[src/rtl/tagged_shared_stack_top_assert.svh]
// assertion macros for the tagged shared stack
// used by tagged_shared_stack_top, expects clk_i and rst_ni in scope
`ifndef TAGGED_SHARED_STACK_TOP_ASSERT_SVH
`define TAGGED_SHARED_STACK_TOP_ASSERT_SVH

// same-cycle implication
`define TSS_ASSERT_IMPL(lbl, ante, cons) \
  lbl: assert property (@(posedge clk_i) disable iff (!rst_ni) (ante) |-> (cons)) \
    else $error("tss assertion failed");

// next-cycle implication
`define TSS_ASSERT_NEXT(lbl, ante, cons) \
  lbl: assert property (@(posedge clk_i) disable iff (!rst_ni) (ante) |=> (cons)) \
    else $error("tss assertion failed");

`endif

[src/rtl/tss_pkg.sv]
// package for the tagged shared stack: sizes, codes, item and row control types
// no dependencies
`timescale 1ns / 1ps
`default_nettype none

package tss_pkg;

  localparam int STACK_DEPTH   = 64;
  localparam int TAG_COUNT     = 16;
  localparam int PAYLOAD_WIDTH = 32;

  localparam int IDX_W  = $clog2(STACK_DEPTH);
  localparam int FILL_W = $clog2(STACK_DEPTH + 1);
  localparam int TAG_W  = (TAG_COUNT > 1) ? $clog2(TAG_COUNT) : 1;
  localparam int CNT_W  = $clog2(TAG_COUNT + 1);

  typedef enum logic [1:0] {
    ACT_PUSH   = 2'd0,
    ACT_POP    = 2'd1,
    ACT_LOOKUP = 2'd2,
    ACT_CHECK  = 2'd3
  } action_e;

  typedef enum logic [1:0] {
    ST_OK       = 2'd0,
    ST_BAD_TAG  = 2'd1,
    ST_FULL     = 2'd2,
    ST_NO_MATCH = 2'd3
  } status_e;

  typedef struct packed {
    logic [1:0]  action;
    logic [7:0]  tag_id;
    logic [31:0] payload;
    logic [5:0]  level;
  } in_item_t;

  typedef struct packed {
    logic [1:0]  status;
    logic [31:0] data_out;
    logic [5:0]  slot;
    logic [15:0] pending_mask;
    logic [4:0]  pending_count;
  } out_item_t;

  // control broadcast from the sequencer to the cell row
  typedef struct packed {
    logic             load;
    logic [IDX_W-1:0] load_idx;
    logic             shift;
    logic             clear;
    logic             kill;
    logic             wr;
    logic [IDX_W-1:0] wr_idx;
    logic [TAG_W-1:0] wr_tag;
    logic [TAG_W-1:0] srch_tag;
  } row_ctrl_t;

  // view of the cell that holds the scan token
  typedef struct packed {
    logic             live;
    logic [TAG_W-1:0] tag;
    logic             match;
  } row_stat_t;

endpackage

`default_nettype wire

[src/rtl/tss_in_if.sv]
// input channel of the tagged shared stack: valid, ready and one input item
// depends on tss_pkg
`timescale 1ns / 1ps
`default_nettype none

interface tss_in_if import tss_pkg::*; ();
  logic     valid;
  logic     ready;
  in_item_t data;

  modport source (output valid, output data, input ready);
  modport sink   (input valid, input data, output ready);
endinterface

`default_nettype wire

[src/rtl/tss_out_if.sv]
// result channel of the tagged shared stack: valid, ready and one result item
// depends on tss_pkg
`timescale 1ns / 1ps
`default_nettype none

interface tss_out_if import tss_pkg::*; ();
  logic      valid;
  logic      ready;
  out_item_t data;

  modport source (output valid, output data, input ready);
  modport sink   (input valid, input data, output ready);
endinterface

`default_nettype wire

[src/rtl/tss_cell.sv]
// one buffer entry: tag, live bit and the scan token slot
// depends on tss_pkg
`timescale 1ns / 1ps
`default_nettype none

module tss_cell import tss_pkg::*; (
  input  wire logic      clk_i,
  input  wire logic      rst_ni,
  input  wire row_ctrl_t ctrl_i,
  input  wire logic      load_sel_i,
  input  wire logic      wr_sel_i,
  input  wire logic      above_i,
  output logic           here_o,
  output logic           live_o,
  output row_stat_t      stat_o
);

  logic             here_q, here_d;
  logic             live_q, live_d;
  logic [TAG_W-1:0] tag_q;

  always_comb begin
    if (load_sel_i) begin
      here_d = 1'b1;
    end else if (ctrl_i.clear) begin
      here_d = 1'b0;
    end else if (ctrl_i.shift) begin
      here_d = above_i;
    end else begin
      here_d = here_q;
    end
  end

  always_comb begin
    if (wr_sel_i) begin
      live_d = 1'b1;
    end else if (ctrl_i.kill && here_q) begin
      live_d = 1'b0;
    end else begin
      live_d = live_q;
    end
  end

  always_ff @(posedge clk_i or negedge rst_ni) begin
    if (!rst_ni) begin
      here_q <= 1'b0;
      live_q <= 1'b0;
    end else begin
      here_q <= here_d;
      live_q <= live_d;
    end
  end

  always_ff @(posedge clk_i) begin
    if (wr_sel_i) begin
      tag_q <= ctrl_i.wr_tag;
    end
  end

  // zero unless this cell holds the token, so the row can or them together
  always_comb begin
    stat_o.live  = here_q && live_q;
    stat_o.tag   = stat_o.live ? tag_q : '0;
    stat_o.match = stat_o.live && (tag_q == ctrl_i.srch_tag);
  end

  assign here_o = here_q;
  assign live_o = live_q;

endmodule

`default_nettype wire

[src/rtl/tss_cell_row.sv]
// row of buffer cells; the scan token walks down one cell per cycle
// depends on tss_pkg and tss_cell
`timescale 1ns / 1ps
`default_nettype none

module tss_cell_row import tss_pkg::*; (
  input  wire logic              clk_i,
  input  wire logic              rst_ni,
  input  wire row_ctrl_t         ctrl_i,
  output row_stat_t              stat_o,
  output logic [STACK_DEPTH-1:0] live_o,
  output logic [STACK_DEPTH-1:0] tok_o
);

  logic [STACK_DEPTH-1:0] here;
  row_stat_t              cell_stat [STACK_DEPTH];

  for (genvar i = 0; i < STACK_DEPTH; i++) begin : g_cell
    logic above;
    if (i == STACK_DEPTH - 1) begin : g_top
      assign above = 1'b0;
    end else begin : g_mid
      assign above = here[i+1];
    end

    tss_cell u_cell (
      .clk_i      (clk_i),
      .rst_ni     (rst_ni),
      .ctrl_i     (ctrl_i),
      .load_sel_i (ctrl_i.load && (ctrl_i.load_idx == IDX_W'(i))),
      .wr_sel_i   (ctrl_i.wr && (ctrl_i.wr_idx == IDX_W'(i))),
      .above_i    (above),
      .here_o     (here[i]),
      .live_o     (live_o[i]),
      .stat_o     (cell_stat[i])
    );
  end

  // at most one cell holds the token, the rest report zero
  always_comb begin
    stat_o = '0;
    for (int i = 0; i < STACK_DEPTH; i++) begin
      stat_o = stat_o | cell_stat[i];
    end
  end

  assign tok_o = here;

endmodule

`default_nettype wire

[src/rtl/tagged_shared_stack_top.sv]
// flow: push, bad tag, full and empty buffer go from start to finish; check and failed
//   pop or lookup walk the entries from the fill level down (up to 64); found lookup adds
//   a payload read; found pop reads, then drops the fill level past free entries at the top
// throughput: one item at a time, ready again the cycle after the result is loaded; a
//   result not yet taken holds the next one in the finish state
// reset: asynchronous active low, all entries free and fill level zero at once
`timescale 1ns / 1ps
`default_nettype none

module tagged_shared_stack_top import tss_pkg::*; (
  input  wire logic   clk_i,
  input  wire logic   rst_ni,
  tss_in_if.sink      in_i,
  tss_out_if.source   out_o
);

  typedef enum logic [5:0] {
    S_IDLE   = 6'b000001,
    S_START  = 6'b000010,
    S_SCAN   = 6'b000100,
    S_READ   = 6'b001000,
    S_LOWER  = 6'b010000,
    S_FINISH = 6'b100000
  } state_e;

  state_e                   state_q, state_d;
  action_e                  act_q, act_d;
  logic [7:0]               tag_q, tag_d;
  logic [31:0]              pay_q, pay_d;
  logic [5:0]               lvl_q, lvl_d;
  logic [5:0]               skip_q, skip_d;
  logic [FILL_W-1:0]        fill_q, fill_d;
  logic [IDX_W-1:0]         pos_q, pos_d;
  logic [TAG_COUNT-1:0]     seen_q, seen_d;
  logic [CNT_W-1:0]         cnt_q, cnt_d;
  status_e                  res_status_q, res_status_d;
  logic [31:0]              res_data_q, res_data_d;
  logic [5:0]               res_slot_q, res_slot_d;
  logic                     out_valid_q, out_valid_d;
  out_item_t                out_item_q, out_item_d;

  logic [PAYLOAD_WIDTH-1:0] pay_mem_q [STACK_DEPTH];
  logic [PAYLOAD_WIDTH-1:0] rdata_q;
  logic                     mem_we, mem_re;

  row_ctrl_t                ctrl;
  row_stat_t                stat;
  logic [STACK_DEPTH-1:0]   live_vec;
  logic [STACK_DEPTH-1:0]   tok_vec;

  logic                     accept;
  logic                     tag_bad;
  logic                     full;
  logic                     push_ok;
  logic                     finish_ld;
  logic [FILL_W-1:0]        fill_dec;
  logic [IDX_W-1:0]         top_idx;
  logic [4:0]               cnt_out;

  tss_cell_row u_row (
    .clk_i  (clk_i),
    .rst_ni (rst_ni),
    .ctrl_i (ctrl),
    .stat_o (stat),
    .live_o (live_vec),
    .tok_o  (tok_vec)
  );

  assign in_i.ready = (state_q == S_IDLE);
  assign accept     = in_i.valid && in_i.ready;
  assign tag_bad    = (tag_q >= 8'(TAG_COUNT));
  assign full       = (fill_q == FILL_W'(STACK_DEPTH));
  assign fill_dec   = fill_q - 1'b1;
  assign top_idx    = fill_dec[IDX_W-1:0];
  assign push_ok    = (state_q == S_START) && (act_q == ACT_PUSH) && !tag_bad && !full;
  assign finish_ld  = (state_q == S_FINISH) && (!out_valid_q || out_o.ready);
  assign cnt_out    = (cnt_q > CNT_W'(31)) ? 5'd31 : 5'(cnt_q);

  always_comb begin
    state_d      = state_q;
    act_d        = act_q;
    tag_d        = tag_q;
    pay_d        = pay_q;
    lvl_d        = lvl_q;
    skip_d       = skip_q;
    fill_d       = fill_q;
    pos_d        = pos_q;
    seen_d       = seen_q;
    cnt_d        = cnt_q;
    res_status_d = res_status_q;
    res_data_d   = res_data_q;
    res_slot_d   = res_slot_q;
    mem_we       = 1'b0;
    mem_re       = 1'b0;

    ctrl          = '0;
    ctrl.load_idx = top_idx;
    ctrl.wr_idx   = fill_q[IDX_W-1:0];
    ctrl.wr_tag   = tag_q[TAG_W-1:0];
    ctrl.srch_tag = tag_q[TAG_W-1:0];

    unique case (state_q)
      S_IDLE: begin
        if (accept) begin
          act_d   = action_e'(in_i.data.action);
          tag_d   = in_i.data.tag_id;
          pay_d   = in_i.data.payload;
          lvl_d   = in_i.data.level;
          state_d = S_START;
        end
      end

      S_START: begin
        res_status_d = ST_OK;
        res_data_d   = '0;
        res_slot_d   = '0;
        seen_d       = '0;
        cnt_d        = '0;
        state_d      = S_FINISH;
        if (act_q == ACT_CHECK) begin
          if (fill_q != '0) begin
            ctrl.load = 1'b1;
            pos_d     = top_idx;
            state_d   = S_SCAN;
          end
        end else if (tag_bad) begin
          res_status_d = ST_BAD_TAG;
        end else if (act_q == ACT_PUSH) begin
          if (full) begin
            res_status_d = ST_FULL;
          end else begin
            ctrl.wr    = 1'b1;
            mem_we     = 1'b1;
            res_slot_d = 6'(fill_q[IDX_W-1:0]);
            fill_d     = fill_q + 1'b1;
          end
        end else begin
          skip_d = (act_q == ACT_POP) ? 6'd0 : lvl_q;
          if (fill_q == '0) begin
            res_status_d = ST_NO_MATCH;
          end else begin
            ctrl.load = 1'b1;
            pos_d     = top_idx;
            state_d   = S_SCAN;
          end
        end
      end

      S_SCAN: begin
        if (act_q == ACT_CHECK) begin
          if (stat.live) begin
            seen_d[stat.tag] = 1'b1;
            if (!seen_q[stat.tag]) begin
              cnt_d = cnt_q + 1'b1;
            end
          end
          if (pos_q == '0) begin
            ctrl.clear = 1'b1;
            state_d    = S_FINISH;
          end else begin
            ctrl.shift = 1'b1;
            pos_d      = pos_q - 1'b1;
          end
        end else if (stat.match && (skip_q == '0)) begin
          // found: pop frees the entry under the token
          mem_re     = 1'b1;
          ctrl.kill  = (act_q == ACT_POP);
          ctrl.clear = 1'b1;
          state_d    = S_READ;
        end else begin
          if (stat.match) begin
            skip_d = skip_q - 1'b1;
          end
          if (pos_q == '0) begin
            res_status_d = ST_NO_MATCH;
            ctrl.clear   = 1'b1;
            state_d      = S_FINISH;
          end else begin
            ctrl.shift = 1'b1;
            pos_d      = pos_q - 1'b1;
          end
        end
      end

      S_READ: begin
        res_data_d = 32'(rdata_q);
        state_d    = (act_q == ACT_POP) ? S_LOWER : S_FINISH;
      end

      S_LOWER: begin
        // drop the fill level past free entries at the top
        if ((fill_q == '0) || live_vec[top_idx]) begin
          state_d = S_FINISH;
        end else begin
          fill_d = fill_dec;
        end
      end

      S_FINISH: begin
        if (finish_ld) begin
          state_d = S_IDLE;
        end
      end

      default: begin
        state_d = S_IDLE;
      end
    endcase
  end

  always_comb begin
    out_valid_d = out_valid_q;
    out_item_d  = out_item_q;
    if (finish_ld) begin
      out_valid_d              = 1'b1;
      out_item_d.status        = res_status_q;
      out_item_d.data_out      = res_data_q;
      out_item_d.slot          = res_slot_q;
      out_item_d.pending_mask  = 16'(seen_q);
      out_item_d.pending_count = cnt_out;
    end else if (out_o.ready) begin
      out_valid_d = 1'b0;
    end
  end

  assign out_o.valid = out_valid_q;
  assign out_o.data  = out_item_q;

  always_ff @(posedge clk_i or negedge rst_ni) begin
    if (!rst_ni) begin
      state_q     <= S_IDLE;
      fill_q      <= '0;
      out_valid_q <= 1'b0;
    end else begin
      state_q     <= state_d;
      fill_q      <= fill_d;
      out_valid_q <= out_valid_d;
    end
  end

  always_ff @(posedge clk_i) begin
    act_q        <= act_d;
    tag_q        <= tag_d;
    pay_q        <= pay_d;
    lvl_q        <= lvl_d;
    skip_q       <= skip_d;
    pos_q        <= pos_d;
    seen_q       <= seen_d;
    cnt_q        <= cnt_d;
    res_status_q <= res_status_d;
    res_data_q   <= res_data_d;
    res_slot_q   <= res_slot_d;
    out_item_q   <= out_item_d;
  end

  // payload store, one write and one registered read port
  always_ff @(posedge clk_i) begin
    if (mem_we) begin
      pay_mem_q[fill_q[IDX_W-1:0]] <= PAYLOAD_WIDTH'(pay_q);
    end
    if (mem_re) begin
      rdata_q <= pay_mem_q[pos_q];
    end
  end

`include "tagged_shared_stack_top_assert.svh"

  `TSS_ASSERT_IMPL(a_fill_range, 1'b1, fill_q <= FILL_W'(STACK_DEPTH))
  `TSS_ASSERT_IMPL(a_top_live, (state_q == S_IDLE) && (fill_q != '0), live_vec[top_idx])
  `TSS_ASSERT_IMPL(a_one_token, 1'b1, $onehot0(tok_vec))
  `TSS_ASSERT_NEXT(a_push_fill, push_ok, fill_q == $past(fill_q) + 1'b1)

endmodule

`default_nettype wire
[src/flat_wrapper.sv]
// flat-port wrapper written by rule: the top's interface ports become plain ports
module tagged_shared_stack_top_flat import tss_pkg::*;
  (clk_i, rst_ni, in_i_valid, in_i_data, in_i_ready, out_o_valid, out_o_data, out_o_ready);
  tss_in_if in_i_i ();
  tss_out_if out_o_i ();
  input  wire logic clk_i;
  input  wire logic rst_ni;
  input wire logic [$bits(in_i_i.valid)-1:0] in_i_valid;
  input wire logic [$bits(in_i_i.data)-1:0] in_i_data;
  output wire logic [$bits(in_i_i.ready)-1:0] in_i_ready;
  output wire logic [$bits(out_o_i.valid)-1:0] out_o_valid;
  output wire logic [$bits(out_o_i.data)-1:0] out_o_data;
  input wire logic [$bits(out_o_i.ready)-1:0] out_o_ready;
  assign in_i_i.valid = in_i_valid;
  assign in_i_i.data = in_i_data;
  assign in_i_ready = in_i_i.ready;
  assign out_o_valid = out_o_i.valid;
  assign out_o_data = out_o_i.data;
  assign out_o_i.ready = out_o_ready;
  tagged_shared_stack_top u_core (.clk_i(clk_i), .rst_ni(rst_ni), .in_i(in_i_i), .out_o(out_o_i));
endmodule
[config.mk]
export PLATFORM = sky130hd
export DESIGN_NAME = tagged_shared_stack_top_flat
export DESIGN_NICKNAME = d
export VERILOG_FILES = /design/src/rtl/tss_pkg.sv /design/src/rtl/tss_in_if.sv /design/src/rtl/tss_out_if.sv /design/src/rtl/tss_cell.sv /design/src/rtl/tss_cell_row.sv /design/src/rtl/tagged_shared_stack_top.sv /design/src/flat_wrapper.sv
export VERILOG_INCLUDE_DIRS = /design/src /design/src/rtl
export SDC_FILE = /design/constraint.sdc
export NUM_CORES = 2
export LEC_CHECK = 0
export BUFFER_PORTS_ARGS = -buffer_cell sky130_fd_sc_hd__buf_4
export CAP_MARGIN = 10
export CORE_ASPECT_RATIO = 0.9
export CORE_MARGIN = 8
export CORE_UTILIZATION = 35
export CTS_CLUSTER_DIAMETER = 100
export DETAILED_ROUTE_END_ITERATION = 16
export PLACE_DENSITY = 0.51
export SKIP_CTS_REPAIR_TIMING = 1
export SLEW_MARGIN = 30
export SYNTH_ARGS = -nofsm -noshare
export SYNTH_HDL_FRONTEND = slang
export SYNTH_SLANG_ARGS = --single-unit
[constraint.sdc]
create_clock -name clk_i -period 6.3 [get_ports clk_i]
set_clock_uncertainty 0.05 [all_clocks]
set_input_delay 0.63 -clock clk_i [delete_from_list [all_inputs] [get_ports clk_i]]
set_output_delay 0.63 -clock clk_i [all_outputs]
set_load 0.01 [all_outputs]
# Word-level counts from Yosys, hierarchy flattened
# Memory sizes are Yosys's and may differ from the RTL's. A register that Yosys moved wholly into a read port is not among the register bits.
# Index checks and enable logic that the tools add are counted.
# op_classes
add_sub_neg	5
n_mux	469
bitwise	65
eq_ne	220
order_cmp	5
reduce_logical	475
# op_table
operator	n
$eq 6x6->1 const B	65
$or 6x6->6	63
$mux 1	347
$logic_and 1x1->1	324
$eq 4x4->1	64
$mux 4	64
$eq 6x5->1 const B	33
$reduce_bool 3->1	64
$mux 6	27
$reduce_bool 2->1	68
$eq 6x4->1 const B	17
$pmux 32 s2	1
$eq 6x3->1 const B	9
$pmux 6 s6	1
$mux 7	5
$mux 16	2
$pmux 16 s2	1
$eq 6x2->1 const B	5
$logic_not 6->1	4
$pmux 6 s2	2
$ne 2x2->1 const B	10
$eq 6x1->1 const B	3
$mux 2	9
$or 16x16->16	1
other kinds (35)	50
# word_totals
elab_cells	1451
ff_bits	580
memories	1
ram_bits	2048
in_bits	52
out_inout_bits	63
# memory_table
name	depth	word_bits	read_ports	rd_clocked_by_memory_dff	write_ports	line	text
u_core.pay_mem_q	64	32	1	1	1	tagged_shared_stack_top.sv:42	logic [PAYLOAD_WIDTH-1:0] pay_mem_q [STACK_DEPTH];

# Depth between registers and ports, before layout
# logic_depth
ltp_word	73
ltp_mapped	16
ltp_nobuf	10

# Modules after synthesis
# A second synthesis with hierarchy kept.
# hier_totals
cells_unflattened	5272
area_unflattened_um2	107634.5
# by_module_without_submodules
module	cells_per_inst	area_per_inst_um2	seq_area_each_um2	n_inst
tagged_shared_stack_top	3548	86882.1	68276.7	1
tss_cell	21	291.5	170.2	64
tss_cell_row	380	2094.5	0.0	1

# Worst setup path after synthesis
# OpenSTA, ideal clock, no wires.
# synth_path
path_kind	register to register
start	register u_core.fill_q[0]
end	memory u_core.pay_mem_q[15][0], enable pin
path_stages_with_launch	10
setup_ns	0.461
slack_ns	1.511
path_buffers	3
arrival_ns	4.278
synth_period_minus_slack_ns	4.789
cell_sequence	dfrtp_1 -> buf_6 -> buf_6 -> clkbuf_1 -> inv_1 -> ha_1 -> a41oi_1 -> and2_1 -> nand2_1 -> nor3_1
# synth_via
elab_chain_len	8
# synth_rtl
element	line	text
start: declaration	tagged_shared_stack_top.sv:32	logic [FILL_W-1:0] fill_q, fill_d;
start signal: assignment	tagged_shared_stack_top.sv:236	fill_q <= fill_d;
$eq 7x7->1	tagged_shared_stack_top.sv:72	assign full = (fill_q == FILL_W'(STACK_DEPTH));
$mux 1	tagged_shared_stack_top.sv:129	if (full) begin
$mux 1	tagged_shared_stack_top.sv:128	end else if (act_q == ACT_PUSH) begin
$mux 1	tagged_shared_stack_top.sv:126	end else if (tag_bad) begin
$mux 1	tagged_shared_stack_top.sv:120	if (act_q == ACT_CHECK) begin
$mux 1	tagged_shared_stack_top.sv:102	unique case (state_q)
$mux 1	tagged_shared_stack_top.sv:258	if (mem_we) begin
$mux 1 (not written as such)	tagged_shared_stack_top.sv:259	pay_mem_q[fill_q[IDX_W-1:0]] <= PAYLOAD_WIDTH'(pay_q);
end: declaration	tagged_shared_stack_top.sv:42	
# Parallel ways exist; a longest one is shown, timed or not.

# Worst setup path after layout
# layout_path
start	register u_core.tag_q[7]
end	memory u_core.pay_mem_q[51][24], enable pin
# layout_via
elab_chain_len	6
# layout_rtl
element	line	text
start: declaration	tagged_shared_stack_top.sv:28	logic [7:0] tag_q, tag_d;
start signal: assignment	tagged_shared_stack_top.sv:243	tag_q <= tag_d;
$ge 8x5->1	tagged_shared_stack_top.sv:71	assign tag_bad = (tag_q >= 8'(TAG_COUNT));
$mux 1	tagged_shared_stack_top.sv:126	
$mux 1	tagged_shared_stack_top.sv:120	
$mux 1	tagged_shared_stack_top.sv:102	
$mux 1	tagged_shared_stack_top.sv:258	
$mux 1 (not written as such)	tagged_shared_stack_top.sv:259	
# Every way passes these cells.

==> impl_metrics.ini <==
[detailed_routing]
dr.pass1.iters = 5
vias = 53930
vias_per_cell = 5.51
wl_um = 313000
drc = 0
final_antenna_net_count = 0
drt_iter0_drc = 5768
avgRoutedWirePerCell_um = 32.0

[status]
run_status = finished, final reports clean

[job]
cap_violations = 0

[floorplan]
start_util_pct = 35.1
die_height_um = 537
die_w_um = 595
io-pin-count = 115
die-area_sq_um = 320000
core_area_sq_um = 301000
num_rows = 191

[synthesis]
synth.most_common_cell = edfxtp_1
syn_avg_cell_area_sq_um = 20.2
synthArstFlopShare_pct = 5.34
syn_area_sq_um = 106000
synth_edf_count = 2518
synthFlopType = edfxtp_1
synth_common_cells = edfxtp_1 (2,518), mux4_2 (684), nor2_1 (236), nand3_1 (226), clkbuf_1 (191)
yosysSeqAreaShare_pct = 75.0
synth_seq_cells = 2660
yosys_warnings = 0
synth_cells = 5231
ys_types = 65
synth_nets = 5293
synth_top_area_share_pct = 71.6
synthTopCellsByArea = edfxtp_1 (72%), mux4_2 (15%), dfrtp_1 (3.3%), xor2_1 (1.5%), nand3_1 (1.1%)
yosysTopAreaCell = edfxtp_1

[placed_design]
dpl.hpwl_um = 198000
io_buffers = 114
dp_cells = 9205
place.gp.congestion = 0.918

[sta]
grt_setup_unrepaired = no
drv_slew = 0
fmaxAchievable_mhz = 210
tightest_slew_ns = 1.13
period_share_pct = 75.5
setup_viol = 0
tns_ns = 0
hold_violations = 0
maxSlewHeadroom_pct = 24.7
whs_ns = 0.0849
min_period_ns = 4.75

[finish]
multiInputGateArea_sq_um = 25300
stdcell_count = 9781
nFillCells = 26519
area_growth_pct = 15.9
area.sequential_sq_um = 79200
final_util_pct = 40.7
layout-drive-gt1-share_pct = 25.9
final_nets = 5662

[clock_tree]
cts_max_level = 5
clock_sinks = 2660
clk_path_buf_depth = 4
root_buffer = clkbuf_16
cts_tree = yes
numCtsBuffers = 294
insertion_delay_ns = 0.89
clk_pin_slew_worst_paths_ns = 0.06

[global_routing]
grt_antenna_before_repair = 10
grt_first_pass_wirelength_um = 437000
grt_pass1_vias = 53770
grt_max_degree = 113
grt-ovfl-total = 0
grt_usage_pct = 19.0

[critical_path]
end_kind = flop
r2r_cells = 9
rrSetupSlack_ns = 1.55
startpoint_type = flop
crit_path_end = u_core.pay_mem_q[51][24]
worstPathArrival_ns = 5.27
timing.rr.end = u_core.pay_mem_q[51][24]
crit_path_start = u_core.tag_q[7]
worst-path-max-fanout = 19
r2r_start = u_core.tag_q[7]
path_class = flop to flop
required_ns = 6.81

[power_and_ir_drop]
netSwitchingPower_mw = 8.90
finalPower_mw = 39.1
ir_drop_mv = 0.184
p_seq_share_pct = 52.0
leakagePower_nw = 38.7
swShare_pct = 22.8
power_frac_comb_pct = 5.7
power.density_nw_per_um2 = 320
internal-power_mw = 30.2
clkPwrFrac_pct = 42.3

[min_path]
worstHoldPathType = primary input to flop
==> critical path, cell delays in order, from the launching register on <==
cell and delay [ns]:
edfxtp_1 0.37, nor4_1 0.65, buf_4 0.26, nand2_1 0.07, a41oi_1 0.44, and2_1 0.51
nand2_1 0.21, or3_2 0.76, nor2_4 0.72, buf_4 0.38
==> cells by family (layout without fill, tap and decap cells) <==
family	count (synthesis)	in the layout	share of synthesized area (%)
DFF	2660	2660	75.0
and+or+nand+nor	849	849	3.98
muxes	713	713	14.9
buffers and inverters	384	974	1.53
AOI/OAI and AO/OA	339	339	2.18
xor gates and xnor gates	275	275	2.30
adders and majority gates	11	11	0.128
other	0	4	0
==> layer usage <==
layer  GRT usage (%)  part of all wire (%)  vias to the layer above
li1                -                     -                    22281
met1            27.9                    45                    29239
met2            30.0                    46                     1993
met3            2.80                   6.0                      417
met4            4.81                   2.8                        0
met5               0                     0                        -
==> flip-flops by register name (all words and copies together), names as in the netlist <==
name	cells
u_core.tag_q	8
u_core.pos_q	6
u_core.u_row.g_cell.u_cell.live_o	64
u_core.u_row.g_cell.u_cell.tag_q	256
u_core.state_q	6
u_core.rdata_q	32
u_core.pay_mem_q	2048
u_core.seen_q	16
u_core.res_status_q	2
u_core.cnt_q	5
u_core.act_q	2
u_core.out_o.valid	1
u_core.u_row.g_cell.u_cell.here_o	64
u_core.pay_q	32
u_core.res_data_q	32
u_core.res_slot_q	6
u_core.skip_q	6
u_core.fill_q	7
u_core.lvl_q	6
u_core.out_o.data	61
==> how the worst min path moves through the flow <==
stage | start | endpoint | slack (ns) | cells after the start
finish | out_o_ready | u_core.out_o.valid | 0.08 | 3
global route | out_o_ready | u_core.out_o.valid | 0.03 | 3
CTS | in_i_data[28] | u_core.pay_q[22] | -0.24 | 1
detailed placement | u_core.res_data_q[29] | u_core.out_o.data[56] | 0.36 | 0
global placement | u_core.res_data_q[20] | u_core.out_o.data[47] | 0.35 | 0
floorplan | rst_ni | u_core.fill_q[0] | 0.28 | 0
==> cells in the final DEF, fill, tap and decap left out, types with 10 or more instances in the layout <==
cell           netlist  routed
clkbuf_1           191      59
a22oi_1             17      17
inv_1               77      77
buf_4               17     293
a21oi_1             33      33
clkinv_8             0      11
nor3_1              60      57
xnor2_1             97      97
clkinvlp_4           0      10
nor4_1              31      31
bufinv_16            0      15
o21ai_0            152     152
nor2_1             236     176
nand3_1            226     225
a221o_1             63      63
edfxtp_1          2518    2518
and2_1              66      65
clkinv_2             0      36
clkbuf_16            0     299
dfrtp_1            141     140
nor2_4               0      60
mux2i_1             18      18
clkinv_1             0      63
nand2_1             80      80
a32oi_1             41      41
mux4_2             684     684
nand4_1             96      96
xor2_1             176     176
buf_12               0      25
dlygate4sd3_1        0      50
==> power by group through the flow <==
stage	clock, mW	combinational (mW)	sequential (mW)
finish	16.5	2.24	20.3
global route	17.5	2.43	20.3
CTS	16.9	2.27	20.3
detailed placement	0	2.27	20.7
global placement	0	2.21	20.7
floorplan	0	0.828	21.1
==> final cells by class <==
cell class,instances,area share [%]
clock buffer,366,6.38
sequential,2660,64.7
multi-input combinational,2187,20.7
antenna,4,0.00818
inverter,78,0.239
timing repair buffer,379,2.84
clock inverter,151,1.10
tap,3956,4.04
==> per-stage QoR <==
step	setup WS (ns)	cell area (sq um)
global route	1.32	122000
global placement	1.43	112000
finish	1.55	122000
CTS	1.55	122000
detailed placement	1.54	113000
floorplan	1.51	106000
Note: power is estimated with default switching activity, not from simulation.
